<file path="src/rtl/core/fndc_pkg.sv">
`timescale 1ns / 1ps
// ----------------------------------------------------------------------------
// Fractional-N divider calculator package
// Widths, register indexes, divider codes and the stage records that travel
// down the two division cell chains.
// ----------------------------------------------------------------------------
package fndc_pkg;

    localparam int TARGET_W  = 30;
    localparam int CRYSTAL_W = 26;
    localparam int RDIV_W    = 4;
    localparam int FRAC_BITS = 12;
    localparam int FRAC_W    = 12;
    localparam int INT_W     = 16;
    localparam int CODE_W    = 2;
    localparam int WORD_W    = 23;
    localparam int NBYTE_W   = 8;
    localparam int CFG_IDX_W = 2;
    localparam int QUO_W     = TARGET_W + FRAC_BITS;
    localparam int N_W       = QUO_W - FRAC_BITS;

    localparam int S_TDATA_W = ((TARGET_W + 7) / 8) * 8;
    localparam int M_FIELD_W = INT_W + FRAC_W + CODE_W + WORD_W + 1;
    localparam int M_TDATA_W = ((M_FIELD_W + 7) / 8) * 8;

    // Configuration register indexes.
    localparam logic [CFG_IDX_W-1:0] CFG_CRYSTAL   = 2'd0;
    localparam logic [CFG_IDX_W-1:0] CFG_REF_DIV   = 2'd1;
    localparam logic [CFG_IDX_W-1:0] CFG_PRESCALER = 2'd2;

    localparam logic [CRYSTAL_W-1:0] CRYSTAL_RESET = 26'd16000000;
    localparam logic [RDIV_W-1:0]    REF_DIV_RESET = 4'd1;

    // Output divider codes and their frequency thresholds.
    localparam logic [CODE_W-1:0] DIV_BY1 = 2'd0;
    localparam logic [CODE_W-1:0] DIV_BY2 = 2'd1;
    localparam logic [CODE_W-1:0] DIV_BY4 = 2'd2;
    localparam logic [CODE_W-1:0] DIV_BY8 = 2'd3;

    localparam logic [TARGET_W-1:0] THRESH_DIV1 = 30'd410000000;
    localparam logic [TARGET_W-1:0] THRESH_DIV2 = 30'd210000000;
    localparam logic [TARGET_W-1:0] THRESH_DIV4 = 30'd130000000;

    localparam logic [1:0] WORD_ADDR = 2'b01;

    // Crystal / R chain: quotient bits shift in at the bottom of dq.
    typedef struct packed {
        logic                  valid;
        logic [CODE_W-1:0]     code;
        logic [TARGET_W-1:0]   target;
        logic [RDIV_W-1:0]     rem;
        logic [CRYSTAL_W-1:0]  dq;
    } pfd_stage_t;

    // (target << FRAC_BITS) / f_pfd chain.
    typedef struct packed {
        logic                  valid;
        logic [CODE_W-1:0]     code;
        logic [CRYSTAL_W-1:0]  divisor;
        logic [CRYSTAL_W-1:0]  rem;
        logic [QUO_W-1:0]      dq;
    } quo_stage_t;

endpackage

</file>
<file path="src/rtl/core/fndc_pfd_cell.sv">
`timescale 1ns / 1ps
// ----------------------------------------------------------------------------
// Reference divide cell
// One restoring-division step of crystal_hz / R, registered.
// ----------------------------------------------------------------------------
module fndc_pfd_cell
(
    input  logic                        clk,
    input  logic                        rst_n,
    input  logic                        en,
    input  logic [fndc_pkg::RDIV_W-1:0] divisor,
    input  fndc_pkg::pfd_stage_t        in_stage,
    output fndc_pkg::pfd_stage_t        out_stage
);

    logic [fndc_pkg::RDIV_W:0]  trial;
    logic [fndc_pkg::RDIV_W:0]  diff;
    logic                       fits;
    fndc_pkg::pfd_stage_t       stage_next;
    fndc_pkg::pfd_stage_t       stage_reg;
    logic                       valid_reg;

    always_comb
    begin
        trial      = {in_stage.rem, in_stage.dq[fndc_pkg::CRYSTAL_W-1]};
        diff       = trial - {1'b0, divisor};
        fits       = (trial >= {1'b0, divisor});
        stage_next = in_stage;
        stage_next.rem = fits ? diff[fndc_pkg::RDIV_W-1:0] : trial[fndc_pkg::RDIV_W-1:0];
        stage_next.dq  = {in_stage.dq[fndc_pkg::CRYSTAL_W-2:0], fits};
    end

    always_ff @(posedge clk or negedge rst_n)
    begin
        if (!rst_n)
        begin
            valid_reg <= 1'b0;
        end
        else if (en)
        begin
            valid_reg <= in_stage.valid;
        end
    end

    always_ff @(posedge clk)
    begin
        if (en)
        begin
            stage_reg <= stage_next;
        end
    end

    always_comb
    begin
        out_stage       = stage_reg;
        out_stage.valid = valid_reg;
    end

endmodule

</file>
<file path="config.mk">
export PLATFORM = sky130hd
export DESIGN_NAME = fndc_pfd_cell
export DESIGN_NICKNAME = d
export VERILOG_FILES = /design/src/rtl/core/fndc_pkg.sv /design/src/rtl/core/fndc_pfd_cell.sv
export SDC_FILE = /design/constraint.sdc
export NUM_CORES = 1
export LEC_CHECK = 0
export BUFFER_PORTS_ARGS = -buffer_cell sky130_fd_sc_hd__buf_2
export CAP_MARGIN = 10
export CORE_UTILIZATION = 43
export CTS_BUF_LIST = sky130_fd_sc_hd__clkbuf_2 sky130_fd_sc_hd__clkbuf_4 sky130_fd_sc_hd__clkbuf_8
export DETAILED_ROUTE_END_ITERATION = 10
export HOLD_SLACK_MARGIN = 0.05
export PLACE_DENSITY = 0.81
export SETUP_SLACK_MARGIN = 0.02
export SKIP_CTS_REPAIR_TIMING = 1
export SLEW_MARGIN = 20
export SYNTH_ARGS = -nofsm -noshare
export SYNTH_HDL_FRONTEND = slang
export SYNTH_SLANG_ARGS = --single-unit
</file>
<file path="constraint.sdc">
create_clock -name clk -period 0.9 [get_ports clk]
set_input_delay 0.09 -clock clk [delete_from_list [all_inputs] [get_ports clk]]
set_output_delay 0.09 -clock clk [all_outputs]
set_load 0.005 [all_outputs]
</file>
### After elaboration in Yosys (flattened, before gate mapping)

Index checks and enable logic that the tools add are counted.

* output and inout port bits: 63
* input port bits: 70
* word-level logic and storage cells: 8
* bits in registers: 63

* muxes and demuxes: 1
* $add $sub $neg: 1
* order comparisons: 1

Operators with widths (count)
* $ge 5x4->1: 1
* $mux 4: 1
* $sub 4x4->4: 1

### Logic depth before layout (Yosys ltp)

* word-level depth: 2
* gate-level depth with buffers: 6
* depth with buffers taken out: 6

### Worst setup path after synthesis

No wires, ideal clock.

* path type: input port to flip-flop
* from: input port divisor[2] (netlist bit)
* to: register stage_reg, in the netlist out_stage[28], data pin
* data required time: 0.640 ns
* arrival: 1.105 ns
* path buffers: 0
* cell stages on the path: 6
* library setup time: 0.260 ns
* path slack: -0.466 ns
* cells stage by stage: inv_1 > ha_1 > nand4_1 > nand2_1 > nor2_4 > mux2_4

RTL lines
* start, declared: RTL line fndc_pfd_cell.sv:11 `input logic [fndc_pkg::RDIV_W-1:0] divisor,`
* end signal, assigned: RTL line fndc_pfd_cell.sv:49 `stage_reg <= stage_next;`
* end, declared: RTL line fndc_pfd_cell.sv:20 `fndc_pkg::pfd_stage_t stage_reg;`

==> flow_metrics.env <==
export IMPL_synthTopCellsByArea="edfxtp_1 (88%), ha_1 (2.4%), dfrtp_1 (1.2%), fa_1 (0.95%), mux2i_1 (0.95%)"
export IMPL_multi_input_area_um2=284
export IMPL_syn_area_per_cell_um2=22.7
export IMPL_wl_um=6920
export IMPL_cp_start_kind="input port"
export IMPL_rows=25
export IMPL_antenna_left=0
export IMPL_cts_sinks=63
export IMPL_fin_cells=374
export IMPL_min_path_type="input port to asynchronous set/reset pin"
export IMPL_diodes=0
export IMPL_synth_area_um2=2110
export IMPL_arrival_ns=1.10
export IMPL_finalClockSkew_ns=0
export IMPL_p_leak_nw=1.66
export IMPL_nNetsFinal=377
export IMPL_maxSlewViolCount=0
export IMPL_crit_path_max_fanout=3
export IMPL_rr_endpoint="valid_reg$_DFFE_PN0P_"
export IMPL_drive_gt1_share_pct=57.0
export IMPL_dr_pass1_iters=4
export IMPL_fillers=253
export IMPL_globalplace_congestion=0.810
export IMPL_vdd_drop_max_mv=0.877
export IMPL_required_ns=0.97
export IMPL_synthCells=93
export IMPL_largest_reg_flops=62
export IMPL_dp_cells=298
export IMPL_grt_pass1_vias=1362
export IMPL_tightest_slew_ns=0.223
export IMPL_worstRegToRegCells=1
export IMPL_dpl_worst_slack_ns=-0.489
export IMPL_path_class="input port to flip-flop"
export IMPL_relSlewSlack_pct=85.2
export IMPL_status="complete, but fails checks"
export IMPL_vias_per_cell=4.57
export IMPL_cts_tree="yes"
export IMPL_place_area_um2=3010
export IMPL_synth_warnings=0
export IMPL_ys_ff_latch=63
export IMPL_endpoint_kind="flip-flop"
export IMPL_pin_count=133
export IMPL_synth_top_cell_area_share_pct=88.1
export IMPL_fmaxAchievable_mhz=964
export IMPL_synth_fp_nets=168
export IMPL_setup_violations=51
export IMPL_hold_viol=0
export IMPL_rsz0062_at_grt="true"
export IMPL_detailroute_via_count=1708
export IMPL_grt_usage_pct=17.8
export IMPL_grt_pass1_wl_um=6610
export IMPL_cts_buffers=9
export IMPL_routedWlPerCell_um=18.5
export IMPL_violations="negative setup slack"
export IMPL_area_growth_pct=82.2
export IMPL_path_clk_slew_ns=0.07
export IMPL_port_buffers=132
export IMPL_root_buffer="clkbuf_8"
export IMPL_synth_seq_area_share_pct=89.3
export IMPL_p_per_area_nw_per_um2=1770
export IMPL_post_route_period_util_pct=115
export IMPL_min_period_ns=1.04
export IMPL_overflow=0
export IMPL_design_core_area_um2=4720
export IMPL_synth_top_cell_by_area="edfxtp_1"
export IMPL_route_detailed_drc=0
export IMPL_die_height_um=72.1
export IMPL_die_area_um2=5200
export IMPL_dp_hpwl_um=3600
export IMPL_register_area_um2=1890
export IMPL_drt_iter0_drc=113
export IMPL_synthTopCellsByCount="edfxtp_1 (62), inv_1 (5), ha_1 (4), nor2_1 (4)"
export IMPL_h_tree_depth=3
export IMPL_ys_async_sr_fraction_pct=1.59
export IMPL_ys_types=20
export IMPL_die_w_um=72.1
export IMPL_synthFlopType="edfxtp_1"
export IMPL_worst_skew_pair_late_latency_ns=0.32
export IMPL_synth_edff_count=62
export IMPL_grt_max_degree=24
export IMPL_antenna_found_initial=0
export IMPL_yosysMostFrequentCell="edfxtp_1"
export IMPL_max_clock_path_buffers=2
export IMPL_drv_cap=0
export IMPL_r2r_start="valid_reg$_DFFE_PN0P_"
export IMPL_postLayoutCellArea_um2=3850
export IMPL_worst_slack_ns=-0.137
export IMPL_start_util_pct=44.7
export IMPL_reg2reg_slack_ns=0.09
[power by group]
| group | total [mW] | switching (mW) | leakage [nW] | internal [mW] |
|---|---|---|---|---|
| combinational | 1.02 | 0.423 | 0.945 | 0.598 |
| sequential | 3.59 | 0.0835 | 0.619 | 3.50 |
| clock | 2.23 | 1.02 | 0.0963 | 1.20 |
| total | 6.83 | 1.53 | 1.66 | 5.30 |
[critical path, cell delays in order]
cell,delay (ns)
buf_4,0.12
inv_6,0.05
ha_4,0.19
nand4_1,0.10
nand2_2,0.08
nor2_4,0.15
mux2_4,0.31
[area by class of cell]
type                            instances  area share (%)
Clock buffer                           13            4.32
Clock inverter                          3           0.455
Inverter                                6           0.845
Multi-Input combinational cell         23            7.37
Sequential cell                        63            49.0
Tap cell                               67            2.18
Timing Repair Buffer                  199            35.8
[per-layer routing]
| metal | GRT usage [%] | share of wire (%) | up-vias |
|---|---|---|---|
| met2 | 32.7 | 52 | 102 |
| met5 | 0 | 0 | - |
| met4 | 9.37 | 2.7 | 0 |
| met1 | 16.8 | 36 | 814 |
| met3 | 7.08 | 9.0 | 18 |
| li1 | - | - | 774 |
[cell families after synthesis]
| logic type | synth area share, % |
|---|---|
| AOI/OAI and AO/OA | 0.888 |
| and+or+nand+nor | 2.49 |
| muxes | 2.19 |
| adders and majority gates | 3.32 |
| DFF | 89.3 |
| buffers and inverters | 1.42 |
| xor gates and xnor gates | 0.415 |
[cells in the final DEF, fill, tap and decap left out, drive strengths merged]
master       instances
nor3                 2
fa                   1
mux2i                2
dfrtp                1
nand2                1
nor2                 5
edfxtp              62
mux2                 2
buf                140
a21oi                2
nand4                1
clkbuf              13
o21ai                1
xnor2                1
nand2b               1
clkinv               2
ha                   4
clkinvlp             1
inv                  6
dlygate4sd3         59
[worst max-delay path by stage]
stage                  from                       to  slack [ns]  cells after the start
3_5_place_dp   in_stage[27]  out_stage[28]$_DFFE_PP_       -0.49                      6
5_1_grt        in_stage[25]  out_stage[28]$_DFFE_PP_       -0.19                      7
6_report       in_stage[25]  out_stage[28]$_DFFE_PP_       -0.14                      7
4_1_cts        in_stage[27]  out_stage[28]$_DFFE_PP_       -0.15                      6
3_3_place_gp   in_stage[25]  out_stage[28]$_DFFE_PP_       -0.46                      6
2_1_floorplan  in_stage[27]  out_stage[28]$_DFFE_PP_       -0.35                      5
[stage by stage]
stage	power, mW	hold WS [ns]	setup TNS [ns]	util, %
floorplan	3.83	-0.206	-0.795	-
global placement	4.31	-0.135	-1.83	63.8
detailed placement	4.35	-0.133	-1.95	63.8
CTS	6.53	-0.478	-1.29	67.7
global route	7.10	0.0728	-3.86	81.5
finish	6.83	0.0744	-1.59	81.5
No activity file was read; power rests on OpenSTA's default activity.
