$ cat config.mk
export PLATFORM = sky130hd
export DESIGN_NAME = fndc_quo_cell
export DESIGN_NICKNAME = d
export VERILOG_FILES = /design/src/rtl/core/fndc_pkg.sv /design/src/rtl/core/fndc_quo_cell.sv
export SDC_FILE = /design/constraint.sdc
export NUM_CORES = 1
export LEC_CHECK = 0
export BUFFER_PORTS_ARGS = -buffer_cell sky130_fd_sc_hd__clkbuf_2
export CORE_MARGIN = 3
export CORE_UTILIZATION = 40
export CTS_BUF_LIST = sky130_fd_sc_hd__clkbuf_8
export DETAILED_ROUTE_END_ITERATION = 8
export PLACE_DENSITY = 0.68
export SYNTH_ARGS = -nofsm -noshare
export SYNTH_HDL_FRONTEND = slang
export SYNTH_SLANG_ARGS = --single-unit
export TNS_END_PERCENT = 20
$ cat constraint.sdc
create_clock -name clk -period 1.15 [get_ports clk]
set_clock_uncertainty 0.2 [all_clocks]
set_input_delay 0.1725 -clock clk [delete_from_list [all_inputs] [get_ports clk]]
set_output_delay 0.1725 -clock clk [all_outputs]
set_load 0.1 [all_outputs]
$ cat src/rtl/core/fndc_pkg.sv
`timescale 1ns / 1ps
// ----------------------------------------------------------------------------
// Fractional-N divider calculator package
// Widths, register indexes, divider codes and the stage records that travel
// down the two division cell chains.
// ----------------------------------------------------------------------------
package fndc_pkg;

    localparam int TARGET_W  = 30;
    localparam int CRYSTAL_W = 26;
    localparam int RDIV_W    = 4;
    localparam int FRAC_BITS = 12;
    localparam int FRAC_W    = 12;
    localparam int INT_W     = 16;
    localparam int CODE_W    = 2;
    localparam int WORD_W    = 23;
    localparam int NBYTE_W   = 8;
    localparam int CFG_IDX_W = 2;
    localparam int QUO_W     = TARGET_W + FRAC_BITS;
    localparam int N_W       = QUO_W - FRAC_BITS;

    localparam int S_TDATA_W = ((TARGET_W + 7) / 8) * 8;
    localparam int M_FIELD_W = INT_W + FRAC_W + CODE_W + WORD_W + 1;
    localparam int M_TDATA_W = ((M_FIELD_W + 7) / 8) * 8;

    // Configuration register indexes.
    localparam logic [CFG_IDX_W-1:0] CFG_CRYSTAL   = 2'd0;
    localparam logic [CFG_IDX_W-1:0] CFG_REF_DIV   = 2'd1;
    localparam logic [CFG_IDX_W-1:0] CFG_PRESCALER = 2'd2;

    localparam logic [CRYSTAL_W-1:0] CRYSTAL_RESET = 26'd16000000;
    localparam logic [RDIV_W-1:0]    REF_DIV_RESET = 4'd1;

    // Output divider codes and their frequency thresholds.
    localparam logic [CODE_W-1:0] DIV_BY1 = 2'd0;
    localparam logic [CODE_W-1:0] DIV_BY2 = 2'd1;
    localparam logic [CODE_W-1:0] DIV_BY4 = 2'd2;
    localparam logic [CODE_W-1:0] DIV_BY8 = 2'd3;

    localparam logic [TARGET_W-1:0] THRESH_DIV1 = 30'd410000000;
    localparam logic [TARGET_W-1:0] THRESH_DIV2 = 30'd210000000;
    localparam logic [TARGET_W-1:0] THRESH_DIV4 = 30'd130000000;

    localparam logic [1:0] WORD_ADDR = 2'b01;

    // Crystal / R chain: quotient bits shift in at the bottom of dq.
    typedef struct packed {
        logic                  valid;
        logic [CODE_W-1:0]     code;
        logic [TARGET_W-1:0]   target;
        logic [RDIV_W-1:0]     rem;
        logic [CRYSTAL_W-1:0]  dq;
    } pfd_stage_t;

    // (target << FRAC_BITS) / f_pfd chain.
    typedef struct packed {
        logic                  valid;
        logic [CODE_W-1:0]     code;
        logic [CRYSTAL_W-1:0]  divisor;
        logic [CRYSTAL_W-1:0]  rem;
        logic [QUO_W-1:0]      dq;
    } quo_stage_t;

endpackage

$ cat src/rtl/core/fndc_quo_cell.sv
`timescale 1ns / 1ps
// ----------------------------------------------------------------------------
// Frequency divide cell
// One restoring-division step of (target << FRAC_BITS) / f_pfd, registered.
// ----------------------------------------------------------------------------
module fndc_quo_cell
(
    input  logic                 clk,
    input  logic                 rst_n,
    input  logic                 en,
    input  fndc_pkg::quo_stage_t in_stage,
    output fndc_pkg::quo_stage_t out_stage
);

    logic [fndc_pkg::CRYSTAL_W:0] trial;
    logic [fndc_pkg::CRYSTAL_W:0] diff;
    logic                         fits;
    fndc_pkg::quo_stage_t         stage_next;
    fndc_pkg::quo_stage_t         stage_reg;
    logic                         valid_reg;

    always_comb
    begin
        trial      = {in_stage.rem, in_stage.dq[fndc_pkg::QUO_W-1]};
        diff       = trial - {1'b0, in_stage.divisor};
        fits       = (trial >= {1'b0, in_stage.divisor});
        stage_next = in_stage;
        stage_next.rem = fits ? diff[fndc_pkg::CRYSTAL_W-1:0]
                              : trial[fndc_pkg::CRYSTAL_W-1:0];
        stage_next.dq  = {in_stage.dq[fndc_pkg::QUO_W-2:0], fits};
    end

    always_ff @(posedge clk or negedge rst_n)
    begin
        if (!rst_n)
        begin
            valid_reg <= 1'b0;
        end
        else if (en)
        begin
            valid_reg <= in_stage.valid;
        end
    end

    always_ff @(posedge clk)
    begin
        if (en)
        begin
            stage_reg <= stage_next;
        end
    end

    always_comb
    begin
        out_stage       = stage_reg;
        out_stage.valid = valid_reg;
    end

endmodule

# Word level (Yosys, flattened, before mapping)
# Index checks and enable logic that the tools add are counted.
[totals] ff_bits=97 out_inout_bits=97 elab_cells=8 inputBits=100
[op_classes] order_cmp=1 muxes=1 addsub=1
[op_table] operator="$ge A27 B26 Y1" count=1
[op_table] operator="$mux W26" count=1
[op_table] operator="$sub A26 B26 Y26" count=1

# Logic depth before layout (Yosys ltp)
[logic_depth] depth_word=2 mapped_depth=11 depth_no_buf=11

# Least setup slack after synthesis
# OpenSTA, ideal clock, no wires.
[synth_timing] path_kind="in2reg" startpoint="in in_stage[41] in the netlist's numbering" endpoint="reg stage_reg, in the netlist out_stage[64], data pin" t_required_ns=0.690 cell_stages=11 slack_ns=-1.578 path_buffers=0 setup_ns=0.260 t_arrival_ns=2.268 path_cell_list="inv_1 -> ha_1 -> inv_1 -> fa_1 -> a21oi_1 -> o2bb2ai_1 -> o31a_1 -> a2111oi_0 -> nor3_1 -> xor2_1 -> mux2_4"
[synth_rtl] element="from (decl)" line="fndc_quo_cell.sv:11" rtl="input fndc_pkg::quo_stage_t in_stage,"
[synth_rtl] element="to (signal assigned)" line="fndc_quo_cell.sv:49" rtl="stage_reg <= stage_next;"
[synth_rtl] element="to (decl)" line="fndc_quo_cell.sv:19" rtl="fndc_pkg::quo_stage_t stage_reg;"

==> impl_summary.log <==
[metrics] outcome: complete, but fails checks
[metrics] violations in the final reports: hold timing, setup timing
[metrics] vias in the first global route: ~4.7k
[metrics] net count after synthesis: roughly 470
[metrics] parity-gate share of the synthesized area counting xor and xnor cells: roughly 3.8%
[metrics] ys async rst share: under 10%
[metrics] area share of and/or/nand/nor cells after synthesis: under 10%
[metrics] area of the mapped netlist: around 4800 sq um
[metrics] main combinational cell family by area after synthesis: compound AO/OA/AOI/OAI gates
[metrics] Clock Pin Slew Worst Setup and Hold Paths: approximately 0.09 ns
[metrics] HPWL after detailed placement: approximately 11 mm
[metrics] total routing usage reported by global routing: around a quarter
[metrics] LEAKAGE: about 4.3 nW
[metrics] pin count of the biggest net entering global routing: 32
[metrics] Die Y: between 100 and 150 microns
[metrics] warnings from Yosys: 0
[metrics] main flop type after synthesis: sky130_fd_sc_hd__edfxtp_1
[metrics] PwrDens: between 1000 and 1500 nW/um^2
[metrics] share of synthesized area occupied by flip-flops and latches: around 60%
[metrics] iteration-0 DRC count of the detailed router: around 290
[metrics] critical path capture point type: flop
[metrics] clock insertion delay at the later pin of the skew report: between 0.3 and 0.4 ns
[metrics] H-Tree Level Count: 3
[metrics] ports placed on the boundary: approximately 200
[metrics] number of remaining DRC errors: 0
[metrics] Worst Hold Class: primary input to flop
[metrics] FMAX: about 400 MHz
[metrics] Placeable Area: between 10000 and 15000 sq um
[metrics] post-placement setup slack: -1.71 ns
[metrics] FF-to-FF path depth: 1
[metrics] cells after synthesis: around 340
[metrics] total vias in the final route: between 4k and 5k
[metrics] fraction of layout instances using a drive strength above 1: 55.2%
[metrics] Slew Viols, Final: 0
[metrics] FF-to-FF setup slack: around 0.13 ns
[metrics] leading cell type in the layout, fill and taps excluded: sky130_fd_sc_hd__buf_12
[metrics] r2r endpoint: valid_reg$_DFFE_PN0P_
[metrics] worst relative slew slack: approximately 69%
[metrics] synthesized-area fraction occupied by ao, oa, aoi and oai cells: between 10% and 20%
[metrics] layout overhead on the synthesized area: 102%
[metrics] Fillers: about 540
[metrics] worst reg2reg startpoint: valid_reg$_DFFE_PN0P_
[metrics] area of the multi-input gates: about 2200 sq um
[metrics] multiplexer fraction of the synthesized cell area: 6.90%
[metrics] count of flip-flops with a built-in enable after synthesis: between 90 and 100
[metrics] number of flip-flops and latches in the synthesized netlist: 97
[metrics] first-pass GRT wire length: around 25 mm
[metrics] number of diodes: 0
[metrics] TritonCTS clock tree: yes
[metrics] count of hold buffers inserted by post-cts repair: between 80 and 90
[metrics] Die Footprint: 13400 sq um
[metrics] Critical Path Start Type: primary input
[metrics] critical setup path kind: primary input to flop
[metrics] Largest register FFs: 96
[metrics] Routed WL per cell: 20.6 microns
[metrics] Max rail drop VDD: slightly above 1 mV
[metrics] PortBufs: ~200
[metrics] Final Worst Setup Slack: -1.28 ns
[metrics] Bufs on Longest Clock Path: 2
[metrics] unrepaired setup endpoints after global routing: true
[metrics] fin crit share: 211%
[metrics] number of sinks handled by clock tree synthesis: between 90 and 100
[metrics] number of endpoints failing setup at the final stage: roughly 120
[metrics] net count reported at finish: ~860
[metrics] slew at the pin closest to its max-slew limit: between 0.4 and 0.5 ns
[metrics] source of the worst hold timing path: in_stage[69]
[metrics] average footprint of a synthesized cell: 14.1 sq um
[metrics] adder and majority cell fraction of the synthesized area: roughly 7.2%
[metrics] antenna violations before repair: 0
[metrics] reported max-cap violation count: 0
[metrics] GRT Residual Overflow: 0
[metrics] instance count along the most critical hold path: 1
[metrics] number of hold-slack violations in the final timing report: 9
[metrics] worst-path maximum fanout: 5
[metrics] # rows: 39
[metrics] Num CTS Buffers: 9
[metrics] Final Routed Wirelength: about 18 mm
[metrics] Pre-Repair DR Iteration Count: 6
[metrics] top library cells by usage in the layout, fill and taps aside: 100 x sky130_fd_sc_hd__buf_12, 99 x sky130_fd_sc_hd__buf_4, 97 x sky130_fd_sc_hd__clkbuf_2
[metrics] Min Clock Period, post-route: 2.43 ns
[metrics] x dimension of the die: 116 microns
[metrics] Root Driver: sky130_fd_sc_hd__clkbuf_8
[metrics] sink of the worst hold path: out_stage[69]$_DFFE_PP_
[metrics] Routed Antenna Nets: 0
[metrics] critical path arrival: 2.37 ns
[metrics] Total Power Consumption: around 13 mW
[metrics] worst endpoint required time: 1.09 ns
[metrics] area occupied by registers: slightly below 3000 sq um
[metrics] detailed-route vias per instance: between 5 and 6
[metrics] final worst hold slack: -0.189 ns
[metrics] starting density of the core: between 40% and 50%
[metrics] Unique masters post-synth: 63
[metrics] weighted congestion reported at the end of routability-driven placement: 0.860
==> report_power, final <==
part / switching (mW) / internal [mW]
Combinational: 3.89 / 2.73
Clock: 1.21 / 0.991
Sequential: 0.312 / 4.34
==> final cells by class <==
| cell class | instances | area share (%) |
|---|---|---|
| Tap cell | 143 | 1.83 |
| Multi-Input combinational cell | 203 | 22.5 |
| Clock buffer | 9 | 1.27 |
| Sequential cell | 97 | 29.8 |
| Inverter | 36 | 1.59 |
| Timing Repair Buffer | 385 | 42.4 |
| Clock inverter | 7 | 0.654 |
==> cell usage after synthesis (3+ instances only) <==
library cell               instances  area [sq um]
sky130_fd_sc_hd__nor3_1            7          35.0
sky130_fd_sc_hd__xor2_1           10          87.6
sky130_fd_sc_hd__nand3_1           5          25.0
sky130_fd_sc_hd__o21a_1            6          45.0
sky130_fd_sc_hd__a21oi_1          15          75.1
sky130_fd_sc_hd__a211o_1           3          26.3
sky130_fd_sc_hd__o21ai_0           8          40.0
sky130_fd_sc_hd__mux2_2            6          67.6
sky130_fd_sc_hd__mux2_4           17           255
sky130_fd_sc_hd__nor2_1           15          56.3
sky130_fd_sc_hd__a21o_1            6          45.0
sky130_fd_sc_hd__ha_1             26           325
sky130_fd_sc_hd__nand2_1          16          60.1
sky130_fd_sc_hd__inv_1            35           131
sky130_fd_sc_hd__a211oi_1          4          30.0
sky130_fd_sc_hd__edfxtp_1         96          2880
sky130_fd_sc_hd__xnor2_1          11          96.3
sky130_fd_sc_hd__o31ai_1           3          22.5
==> per-layer routing <==
metal,wire [microns],share of wire (%),vias up,global-route usage (%)
met3,1450,8.0,53,6.68
met1,6520,36,2208,28.2
met4,624,3.4,0,8.82
met2,9510,53,229,46.2
li1,-,-,2071,-
met5,0,0,-,0
==> worst max-delay path, cell delays in order <==
cell                        delay, ns
sky130_fd_sc_hd__clkbuf_16       0.13
sky130_fd_sc_hd__inv_12          0.05
sky130_fd_sc_hd__ha_4            0.12
sky130_fd_sc_hd__inv_2           0.04
sky130_fd_sc_hd__fa_2            0.36
sky130_fd_sc_hd__a21oi_2         0.19
sky130_fd_sc_hd__o2bb2ai_2       0.08
sky130_fd_sc_hd__o31a_1          0.34
sky130_fd_sc_hd__a21o_1          0.25
sky130_fd_sc_hd__a311oi_2        0.26
sky130_fd_sc_hd__xnor2_1         0.12
sky130_fd_sc_hd__mux2_4          0.27
==> per-stage QoR <==
step           TNS [ns]  cells  instance area (sq um)  utilization (%)
3_5_place_dp     -43.09    767                   8280             71.3
4_1_cts          -53.26    868                   9390             80.8
2_1_floorplan    -47.07    342                   5000                -
6_report         -53.32    880                   9760             84.1
3_3_place_gp     -42.45    767                   8280             71.3
5_1_grt          -58.25    880                   9760             84.1
==> what timing repair did <==
action	in CTS	in global routing
endpoints found under the hold margin	97	9
setup buffers	2	12
endpoints found under the setup margin	124	124
resized for setup	12	51
pin swaps	11	21
==> logic make-up (layout without fill, tap and decap cells) <==
logic type,after synthesis,after routing
AOI/OAI and AO/OA,75,75
xor gates and xnor gates,21,21
adders and majority gates,27,27
buffers and inverters,42,437
DFF,97,97
muxes,24,24
and+or+nand+nor,56,56
==> worst max-delay path by stage <==
stage,cells after the start,from,endpoint
after floorplan,11,in_stage[41],out_stage[58]$_DFFE_PP_
after global routing,12,in_stage[41],out_stage[58]$_DFFE_PP_
after CTS,12,in_stage[41],out_stage[58]$_DFFE_PP_
after detailed placement,12,in_stage[41],out_stage[58]$_DFFE_PP_
final,12,in_stage[41],out_stage[58]$_DFFE_PP_
after global placement,12,in_stage[41],out_stage[58]$_DFFE_PP_
No activity file was read; power rests on OpenSTA's default activity.
